--- src/hw/rtl/build_max_heap_macros.svh ---
// Assertion macros used by the heap builder datapath.
`ifndef BUILD_MAX_HEAP_MACROS_SVH
`define BUILD_MAX_HEAP_MACROS_SVH

// Same-cycle implication, sampled on clk and disabled during reset.
`define BMH_ASSERT_NOW(label, ante, cons, msg) \
  label: assert property (@(posedge clk) disable iff (rst) (ante) |-> (cons)) \
    else $error(msg);

// Next-cycle implication, sampled on clk and disabled during reset.
`define BMH_ASSERT_NEXT(label, ante, cons, msg) \
  label: assert property (@(posedge clk) disable iff (rst) (ante) |=> (cons)) \
    else $error(msg);

`endif

--- src/hw/rtl/bmh_pkg.sv ---
// Package with the controller states and the command and status types of the heap builder.
`default_nettype none
package bmh_pkg;

  typedef enum logic [3:0] {
    ST_LOAD,
    ST_BUILD_INIT,
    ST_SIFT_START,
    ST_GET_NODE,
    ST_GET_LEFT,
    ST_GET_RIGHT,
    ST_DECIDE,
    ST_SWAP_BEST,
    ST_NEXT_ROOT,
    ST_EMIT_RD,
    ST_EMIT_PUT
  } state_t;

  typedef enum logic [3:0] {
    OP_LOAD,
    OP_BUILD_INIT,
    OP_SIFT_START,
    OP_GET_NODE,
    OP_GET_LEFT,
    OP_GET_RIGHT,
    OP_DECIDE,
    OP_SWAP_BEST,
    OP_NEXT_ROOT,
    OP_EMIT_RD,
    OP_EMIT_PUT
  } dp_op_t;

  typedef struct packed {
    dp_op_t op;
  } dp_cmd_t;

  typedef struct packed {
    logic last_fire;
    logic left_in;
    logic right_in;
    logic best_is_node;
    logic root_zero;
    logic out_free;
    logic emit_final;
  } dp_status_t;

endpackage
`default_nettype wire

--- src/hw/rtl/bmh_in_if.sv ---
// Input channel carrying one array element per transaction.
`default_nettype none
interface bmh_in_if;
  logic               valid;
  logic               ready;
  logic signed [31:0] value;
  logic               last;

  modport source (output valid, output value, output last, input ready);
  modport sink   (input valid, input value, input last, output ready);
endinterface
`default_nettype wire

--- src/hw/rtl/bmh_out_if.sv ---
// Output channel carrying one heap element per transaction.
`default_nettype none
interface bmh_out_if;
  logic               valid;
  logic               ready;
  logic signed [31:0] heap_value;
  logic               last_res;
  logic               overflow;

  modport source (output valid, output heap_value, output last_res, output overflow,
                  input ready);
  modport sink   (input valid, input heap_value, input last_res, input overflow,
                  output ready);
endinterface
`default_nettype wire

--- src/hw/rtl/build_max_heap.sv ---
// Elements are loaded while the controller is in its load state; after the last one the build
// runs one sift per index from count/2 down to 0, all through the single store port.
// Emission then does a registered store read per element, then loads the output register.
// One array is handled at a time; input is accepted again once the final element is loaded out.
// Reset (synchronous, rst high) empties the store count, clears overflow and the output valid.
`default_nettype none
module build_max_heap #(
  parameter int DEPTH = 32
) (
  input  logic       clk,
  input  logic       rst,
  bmh_in_if.sink     elem,
  bmh_out_if.source  heap
);
  import bmh_pkg::*;

  dp_cmd_t    cmd;
  dp_status_t status;

  bmh_controller u_controller (
    .clk    (clk),
    .rst    (rst),
    .status (status),
    .cmd    (cmd)
  );

  bmh_datapath #(
    .DEPTH (DEPTH)
  ) u_datapath (
    .clk    (clk),
    .rst    (rst),
    .cmd    (cmd),
    .status (status),
    .elem   (elem),
    .heap   (heap)
  );

endmodule
`default_nettype wire

--- src/hw/rtl/bmh_datapath.sv ---
// Datapath of the heap builder: element store, sift registers, counters and output register.
`default_nettype none
module bmh_datapath #(
  parameter int DEPTH = 32
) (
  input  logic               clk,
  input  logic               rst,
  input  bmh_pkg::dp_cmd_t   cmd,
  output bmh_pkg::dp_status_t status,
  bmh_in_if.sink             elem,
  bmh_out_if.source          heap
);
  import bmh_pkg::*;
  `include "build_max_heap_macros.svh"

  localparam int CW = $clog2(DEPTH + 1);
  localparam int AW = (DEPTH > 1) ? $clog2(DEPTH) : 1;

  logic signed [31:0] mem [DEPTH];
  logic signed [31:0] rd_data;
  logic signed [31:0] node_val;
  logic signed [31:0] best_val;
  logic signed [31:0] wdata;
  logic [CW-1:0]      count;
  logic [CW-1:0]      root;
  logic [CW-1:0]      node;
  logic [CW-1:0]      best_idx;
  logic [CW-1:0]      eidx;
  logic               dropped;
  logic [CW:0]        left_idx;
  logic [CW+1:0]      right_idx;
  logic [AW-1:0]      waddr;
  logic [AW-1:0]      raddr;
  logic               mem_we;
  logic               load_fire;
  logic               has_room;
  logic               out_valid;
  logic signed [31:0] out_value;
  logic               out_last;
  logic               out_ovf;

  assign left_idx  = {node, 1'b1};
  assign right_idx = {1'b0, left_idx} + (CW + 2)'(1);
  assign has_room  = count < CW'(DEPTH);
  assign elem.ready = (cmd.op == OP_LOAD);
  assign load_fire  = elem.valid && elem.ready;

  always_comb begin
    status.last_fire    = load_fire && elem.last;
    status.left_in      = left_idx < {1'b0, count};
    status.right_in     = right_idx < {2'b00, count};
    status.best_is_node = best_idx == node;
    status.root_zero    = root == '0;
    status.out_free     = !out_valid || heap.ready;
    status.emit_final   = ({1'b0, eidx} + (CW + 1)'(1)) == {1'b0, count};
  end

  // Store port selection: at most one write and one registered read per cycle.
  always_comb begin
    mem_we = 1'b0;
    waddr  = count[AW-1:0];
    wdata  = elem.value;
    raddr  = node[AW-1:0];
    unique case (cmd.op)
      OP_LOAD: begin
        mem_we = load_fire && has_room;
      end
      OP_GET_NODE: begin
        raddr = left_idx[AW-1:0];
      end
      OP_GET_LEFT: begin
        raddr = right_idx[AW-1:0];
      end
      OP_DECIDE: begin
        mem_we = !status.best_is_node;
        waddr  = node[AW-1:0];
        wdata  = best_val;
      end
      OP_SWAP_BEST: begin
        mem_we = 1'b1;
        waddr  = best_idx[AW-1:0];
        wdata  = node_val;
      end
      OP_EMIT_RD: begin
        raddr = eidx[AW-1:0];
      end
      default: begin
      end
    endcase
  end

  always_ff @(posedge clk) begin
    if (mem_we) begin
      mem[waddr] <= wdata;
    end
    rd_data <= mem[raddr];
  end

  always_ff @(posedge clk) begin
    if (rst) begin
      count     <= '0;
      dropped   <= 1'b0;
      out_valid <= 1'b0;
    end else begin
      if (out_valid && heap.ready) begin
        out_valid <= 1'b0;
      end
      unique case (cmd.op)
        OP_LOAD: begin
          if (load_fire) begin
            if (has_room) begin
              count <= count + CW'(1);
            end else begin
              dropped <= 1'b1;
            end
          end
        end
        OP_BUILD_INIT: begin
          root <= count >> 1;
          node <= count >> 1;
          eidx <= '0;
        end
        OP_GET_NODE: begin
          node_val <= rd_data;
          best_val <= rd_data;
          best_idx <= node;
        end
        OP_GET_LEFT: begin
          if (rd_data > best_val) begin
            best_val <= rd_data;
            best_idx <= left_idx[CW-1:0];
          end
        end
        OP_GET_RIGHT: begin
          if (rd_data > best_val) begin
            best_val <= rd_data;
            best_idx <= right_idx[CW-1:0];
          end
        end
        OP_SWAP_BEST: begin
          node <= best_idx;
        end
        OP_NEXT_ROOT: begin
          if (!status.root_zero) begin
            root <= root - CW'(1);
            node <= root - CW'(1);
          end
        end
        OP_EMIT_PUT: begin
          out_valid <= 1'b1;
          out_value <= rd_data;
          out_last  <= status.emit_final;
          out_ovf   <= dropped;
          eidx      <= eidx + CW'(1);
          // The array is finished once its final element sits in the output register.
          if (status.emit_final) begin
            count   <= '0;
            dropped <= 1'b0;
          end
        end
        default: begin
        end
      endcase
    end
  end

  assign heap.valid      = out_valid;
  assign heap.heap_value = out_value;
  assign heap.last_res   = out_last;
  assign heap.overflow   = out_ovf;

  `BMH_ASSERT_NOW(a_count_bound, 1'b1, count <= CW'(DEPTH), "element count above store depth")
  `BMH_ASSERT_NOW(a_put_into_empty, cmd.op == OP_EMIT_PUT, !out_valid || heap.ready,
                  "output register overwritten before its transaction")
  `BMH_ASSERT_NOW(a_swap_downward, cmd.op == OP_SWAP_BEST, best_idx > node,
                  "sift swap does not move toward a child")
  `BMH_ASSERT_NEXT(a_clear_after_final, cmd.op == OP_EMIT_PUT && status.emit_final,
                   count == '0 && !dropped, "store not emptied after final element")

endmodule
`default_nettype wire

--- src/hw/rtl/bmh_controller.sv ---
// Controller state machine sequencing load, heap build and emission.
`default_nettype none
module bmh_controller (
  input  logic                clk,
  input  logic                rst,
  input  bmh_pkg::dp_status_t status,
  output bmh_pkg::dp_cmd_t    cmd
);
  import bmh_pkg::*;

  state_t state;
  state_t state_next;

  always_ff @(posedge clk) begin
    if (rst) begin
      state <= ST_LOAD;
    end else begin
      state <= state_next;
    end
  end

  always_comb begin
    state_next = state;
    unique case (state)
      ST_LOAD: begin
        if (status.last_fire) begin
          state_next = ST_BUILD_INIT;
        end
      end
      ST_BUILD_INIT: begin
        state_next = ST_SIFT_START;
      end
      ST_SIFT_START: begin
        state_next = status.left_in ? ST_GET_NODE : ST_NEXT_ROOT;
      end
      ST_GET_NODE: begin
        state_next = ST_GET_LEFT;
      end
      ST_GET_LEFT: begin
        state_next = status.right_in ? ST_GET_RIGHT : ST_DECIDE;
      end
      ST_GET_RIGHT: begin
        state_next = ST_DECIDE;
      end
      ST_DECIDE: begin
        state_next = status.best_is_node ? ST_NEXT_ROOT : ST_SWAP_BEST;
      end
      ST_SWAP_BEST: begin
        state_next = ST_SIFT_START;
      end
      ST_NEXT_ROOT: begin
        state_next = status.root_zero ? ST_EMIT_RD : ST_SIFT_START;
      end
      ST_EMIT_RD: begin
        if (status.out_free) begin
          state_next = ST_EMIT_PUT;
        end
      end
      ST_EMIT_PUT: begin
        state_next = status.emit_final ? ST_LOAD : ST_EMIT_RD;
      end
      default: begin
        state_next = ST_LOAD;
      end
    endcase
  end

  always_comb begin
    unique case (state)
      ST_LOAD:       cmd.op = OP_LOAD;
      ST_BUILD_INIT: cmd.op = OP_BUILD_INIT;
      ST_SIFT_START: cmd.op = OP_SIFT_START;
      ST_GET_NODE:   cmd.op = OP_GET_NODE;
      ST_GET_LEFT:   cmd.op = OP_GET_LEFT;
      ST_GET_RIGHT:  cmd.op = OP_GET_RIGHT;
      ST_DECIDE:     cmd.op = OP_DECIDE;
      ST_SWAP_BEST:  cmd.op = OP_SWAP_BEST;
      ST_NEXT_ROOT:  cmd.op = OP_NEXT_ROOT;
      ST_EMIT_RD:    cmd.op = OP_EMIT_RD;
      ST_EMIT_PUT:   cmd.op = OP_EMIT_PUT;
      default:       cmd.op = OP_LOAD;
    endcase
  end

endmodule
`default_nettype wire
--- src/flat_wrapper.sv ---
// flat-port wrapper written by rule: the top's interface ports become plain ports
module build_max_heap_flat import bmh_pkg::*;
#(
  parameter int DEPTH = 32
)
  (clk, rst, elem_valid, elem_value, elem_last, elem_ready, heap_valid, heap_heap_value, heap_last_res, heap_overflow, heap_ready);
  bmh_in_if elem_i ();
  bmh_out_if heap_i ();
  input  logic clk;
  input  logic rst;
  input wire logic [$bits(elem_i.valid)-1:0] elem_valid;
  input wire logic [$bits(elem_i.value)-1:0] elem_value;
  input wire logic [$bits(elem_i.last)-1:0] elem_last;
  output wire logic [$bits(elem_i.ready)-1:0] elem_ready;
  output wire logic [$bits(heap_i.valid)-1:0] heap_valid;
  output wire logic [$bits(heap_i.heap_value)-1:0] heap_heap_value;
  output wire logic [$bits(heap_i.last_res)-1:0] heap_last_res;
  output wire logic [$bits(heap_i.overflow)-1:0] heap_overflow;
  input wire logic [$bits(heap_i.ready)-1:0] heap_ready;
  assign elem_i.valid = elem_valid;
  assign elem_i.value = elem_value;
  assign elem_i.last = elem_last;
  assign elem_ready = elem_i.ready;
  assign heap_valid = heap_i.valid;
  assign heap_heap_value = heap_i.heap_value;
  assign heap_last_res = heap_i.last_res;
  assign heap_overflow = heap_i.overflow;
  assign heap_i.ready = heap_ready;
  build_max_heap #(.DEPTH(DEPTH)) u_core (.clk(clk), .rst(rst), .elem(elem_i), .heap(heap_i));
endmodule
--- config.mk ---
export PLATFORM = sky130hd
export DESIGN_NAME = build_max_heap_flat
export DESIGN_NICKNAME = d
export VERILOG_FILES = /design/src/hw/rtl/bmh_pkg.sv /design/src/hw/rtl/bmh_in_if.sv /design/src/hw/rtl/bmh_out_if.sv /design/src/hw/rtl/build_max_heap.sv /design/src/hw/rtl/bmh_datapath.sv /design/src/hw/rtl/bmh_controller.sv /design/src/flat_wrapper.sv
export VERILOG_INCLUDE_DIRS = /design/src /design/src/hw/rtl
export SDC_FILE = /design/constraint.sdc
export NUM_CORES = 2
export LEC_CHECK = 0
export ABC_AREA = 1
export BUFFER_PORTS_ARGS = -buffer_cell sky130_fd_sc_hd__buf_2
export CAP_MARGIN = 20
export CORE_ASPECT_RATIO = 1.25
export CORE_MARGIN = 10
export CORE_UTILIZATION = 55
export CTS_CLUSTER_SIZE = 12
export DETAILED_ROUTE_END_ITERATION = 16
export PLACE_DENSITY_LB_ADDON = 0.15
export SYNTH_ARGS = -nofsm -noshare
export SYNTH_HDL_FRONTEND = slang
export SYNTH_SLANG_ARGS = --single-unit
--- constraint.sdc ---
create_clock -name clk -period 3.5 [get_ports clk]
set_input_delay 0.525 -clock clk [delete_from_list [all_inputs] [get_ports clk]]
set_output_delay 0.525 -clock clk [all_outputs]
set_load 0.02 [all_outputs]
==> flow_metrics.env <==
export IMPL_status="complete, no violations"
export IMPL_busiest_layer="met2"
export IMPL_post_cts_buffers=0
export IMPL_max_slew_worst_pin_slew_ns=1.185
export IMPL_clk_pin_slew_ns=0.06
export IMPL_drive_gt1_frac=0.09658
export IMPL_viasPerCell=5.898
export IMPL_holdWs_ns=0.09885
export IMPL_first_iter_violations=4799
export IMPL_multi_input_area_um2=13660
export IMPL_setup_viol_count_final=0
export IMPL_initial_core_util=0.5529
export IMPL_std_cell_rows=126
export IMPL_htree_num_levels=3
export IMPL_path_class="reg -> reg"
export IMPL_post_drt_wl_per_cell_um=24.33
export IMPL_p_leak_nw=23.85
export IMPL_clock_latency_ns=0.70
export IMPL_placed_area_um2=55210
export IMPL_antenna_found_initial=4
export IMPL_synthTopCellsByArea="edfxtp_1, nand3_1, nand2_1"
export IMPL_place_congestion=0.9131
export IMPL_seq_area_um2=35370
export IMPL_hold_viol=0
export IMPL_hp_start="heap_ready"
export IMPL_gr_usage_met2=0.4640
export IMPL_core_um2=94120
export IMPL_path_cells="inv_2 > nor2_4 > inv_2 > nor2_4 > inv_2 > nor2_1 > inv_2 > o221ai_1 > buf_4 > inv_1 > nor2_1 > nand2_1 > nor2_4 > buf_4"
export IMPL_maxSlewViolCount=0
export IMPL_die_y_um=363.9
export IMPL_design_area_um2=58820
export IMPL_synth_cell_types=43
export IMPL_cap_violations=0
export IMPL_grt_pass1_vias=35456
export IMPL_yosys_area_top_type="edfxtp_1"
export IMPL_layout_nets=5104
export IMPL_drtPass1Iterations=6
export IMPL_dp_hpwl_um=88290
export IMPL_crit_top_cell="inv_2"
export IMPL_max_freq_ghz=0.3019
export IMPL_r2r_start="u_core.u_controller.cmd[2]"
export IMPL_hold_path_depth=4
export IMPL_cts_hold_buffers=0
export IMPL_end_kind="flip-flop"
export IMPL_cpMaxStageDelayCell="nor2_4"
export IMPL_ir_drop_v=0.0003553
export IMPL_timing_rr_end="u_core.u_datapath.mem[14][0]"
export IMPL_antenna_left=0
export IMPL_power_density_nw_per_um2=553.6
export IMPL_dieArea_um2=107400
export IMPL_synth_edf_count=1146
export IMPL_start_kind="flip-flop"
export IMPL_ys_flop_type="edfxtp_1"
export IMPL_max_stage_delay_ns=0.86
export IMPL_synth_top_cell_area_share=0.6613
export IMPL_rsz0062_at_grt="false"
export IMPL_n_fill_cell=7313
export IMPL_yosys_warnings=0
export IMPL_async_reset_ff_frac=0
export IMPL_cts_buffer_depth=3
export IMPL_numCtsBuffers=118
export IMPL_vias=37358
export IMPL_rrSetupSlack_ns=0.19
export IMPL_yosysSeqAreaShare=0.6798
export IMPL_critPathRequiredTime_ns=3.89
export IMPL_routed_wl_um=154100
export IMPL_grt_util_met1=0.3699
export IMPL_grt_pass1_wl_um=227800
export IMPL_root_buffer="clkbuf_16"
export IMPL_finalCritPeriodShare=0.9464
export IMPL_crit_arrival_ns=3.70
export IMPL_numClockSinks=1194
export IMPL_synth_area_um2=52040
export IMPL_drc_errors=0
export IMPL_grt_max_degree=103
export IMPL_io_pins=73
export IMPL_syn_area_per_cell_um2=10.60
export IMPL_use_met3=0.04041
export IMPL_syn_to_final_growth_pct=13.03
export IMPL_synth_seq_cells=1194
export IMPL_overflow=0
export IMPL_whs_endpoint="u_core.u_datapath.heap.valid"
export IMPL_relSlewSlack=0.2102
export IMPL_syn_num_nets=4993
export IMPL_rr_worst_depth=14
export IMPL_syn_inst=4909
export IMPL_grtUsageTotal=0.2838
export IMPL_crit_fanout=17
export IMPL_numPortBuffers=72
export IMPL_die_w_um=295.1
export IMPL_clock_skew_ns=0.03904
export IMPL_hp_class="in -> reg"
export IMPL_cts_tree="built"
export IMPL_finalCriticalPeriod_ns=3.312
state kept, by name, indices dropped and copies added, names as in the netlist, 32 cells and up:
register and count:
u_core.u_datapath.mem 1024, u_core.u_datapath.node_val 32, u_core.u_datapath.heap.heap_value 32, u_core.u_datapath.rd_data 32
u_core.u_datapath.best_val 32
cells in the mapped netlist, types with 15 or more instances:
cell type / instances
dfxtp_1: 48
ha_1: 47
edfxtp_1: 1146
inv_1: 493
nand4_1: 15
o211ai_1: 35
buf_2: 234
clkbuf_1: 36
nand2_1: 1488
nand3_1: 1117
o21ai_0: 20
nor2_1: 97
a21oi_1: 39
repair_timing:
item                                    4_1_cts  5_1_grt
resized for setup                             0        2
endpoints found under the hold margin         0        0
endpoints found under the setup margin        0       12
metal layers:
layer,vias up,part of all wire
li1,16894,-
met1,18032,0.38
met2,2015,0.48
met3,417,0.089
met4,0,0.054
met5,-,0
cell families after synthesis:
logic type                 count (synthesis)  share of synthesized area
adders and majority gates                 47                    0.01130
DFF                                     1194                     0.6798
AOI/OAI and AO/OA                        123                    0.01520
xor gates and xnor gates                  12                   0.002284
and+or+nand+nor                         2742                     0.2277
buffers and inverters                    791                    0.06369
area by class of cell:
class,count,share of cell area
antenna,3,0.0001276
clock buffer,189,0.05805
clock inverter,26,0.002723
inverter,506,0.03253
multi-input combinational,2924,0.2323
sequential,1194,0.6014
tap,1216,0.02587
timing repair buffer,276,0.04697
power breakdown:
part	internal, W	switching, W	leakage, nW
combinational	0.00129	0.00296	11.4
clock	0.00669	0.00522	1.74
sequential	0.0161	0.000348	10.7
total	0.0240	0.00853	23.8
per-stage QoR:
stage                     power (W)  cells  utilization  setup WS [ns]  TNS, ns
final                       0.03256   6334       0.6249         0.1877        0
after global routing        0.03360   6334       0.6249        0.02503        0
after detailed placement    0.02087   6115       0.5866         0.2268        0
after CTS                   0.03259   6330       0.6246         0.2012        0
after floorplan             0.01913   4909            -      -0.003860  -0.9817
after global placement      0.02082   6114       0.5864         0.2632        0
worst max-delay path, delay by kind of cell, from the launching register on:
family	cells	cell delay [ns]
simple gates	6	1.48
buf+inv	7	0.87
compound gates	1	0.16
flops	1	0.43
cell usage in the layout, fill, tap and decap left out, types with 7 or more instances in the layout:
cell type / count
clkbuf_16: 122
xor2_1: 7
inv_2: 8
clkbuf_1: 56
a21oi_1: 39
buf_2: 72
nand4_1: 15
o211ai_1: 35
nor2_4: 41
dfxtp_1: 48
nand3_1: 1117
ha_1: 47
clkinv_2: 12
nand2_1: 1485
clkbuf_8: 11
clkinv_1: 14
buf_12: 69
edfxtp_1: 1146
buf_4: 133
nor2_1: 61
o21ai_0: 20
inv_1: 492
o221ai_1: 11
worst max path at each step:
stage,startpoint,to,slack (ns),cells past startpoint
after detailed placement,u_core.u_controller.cmd[2],u_core.u_datapath.mem[7][22],0.23,11
after global placement,u_core.u_controller.cmd[2],u_core.u_datapath.mem[7][20],0.26,12
after global routing,u_core.u_controller.cmd[2],u_core.u_datapath.mem[14][22],0.03,14
after floorplan,u_core.u_controller.cmd[0],u_core.u_datapath.mem[0][0],-0.004,7
final,u_core.u_controller.cmd[2],u_core.u_datapath.mem[14][0],0.19,14
after CTS,u_core.u_controller.cmd[2],u_core.u_datapath.mem[7][30],0.20,11
No activity file was read; power rests on OpenSTA's default activity.
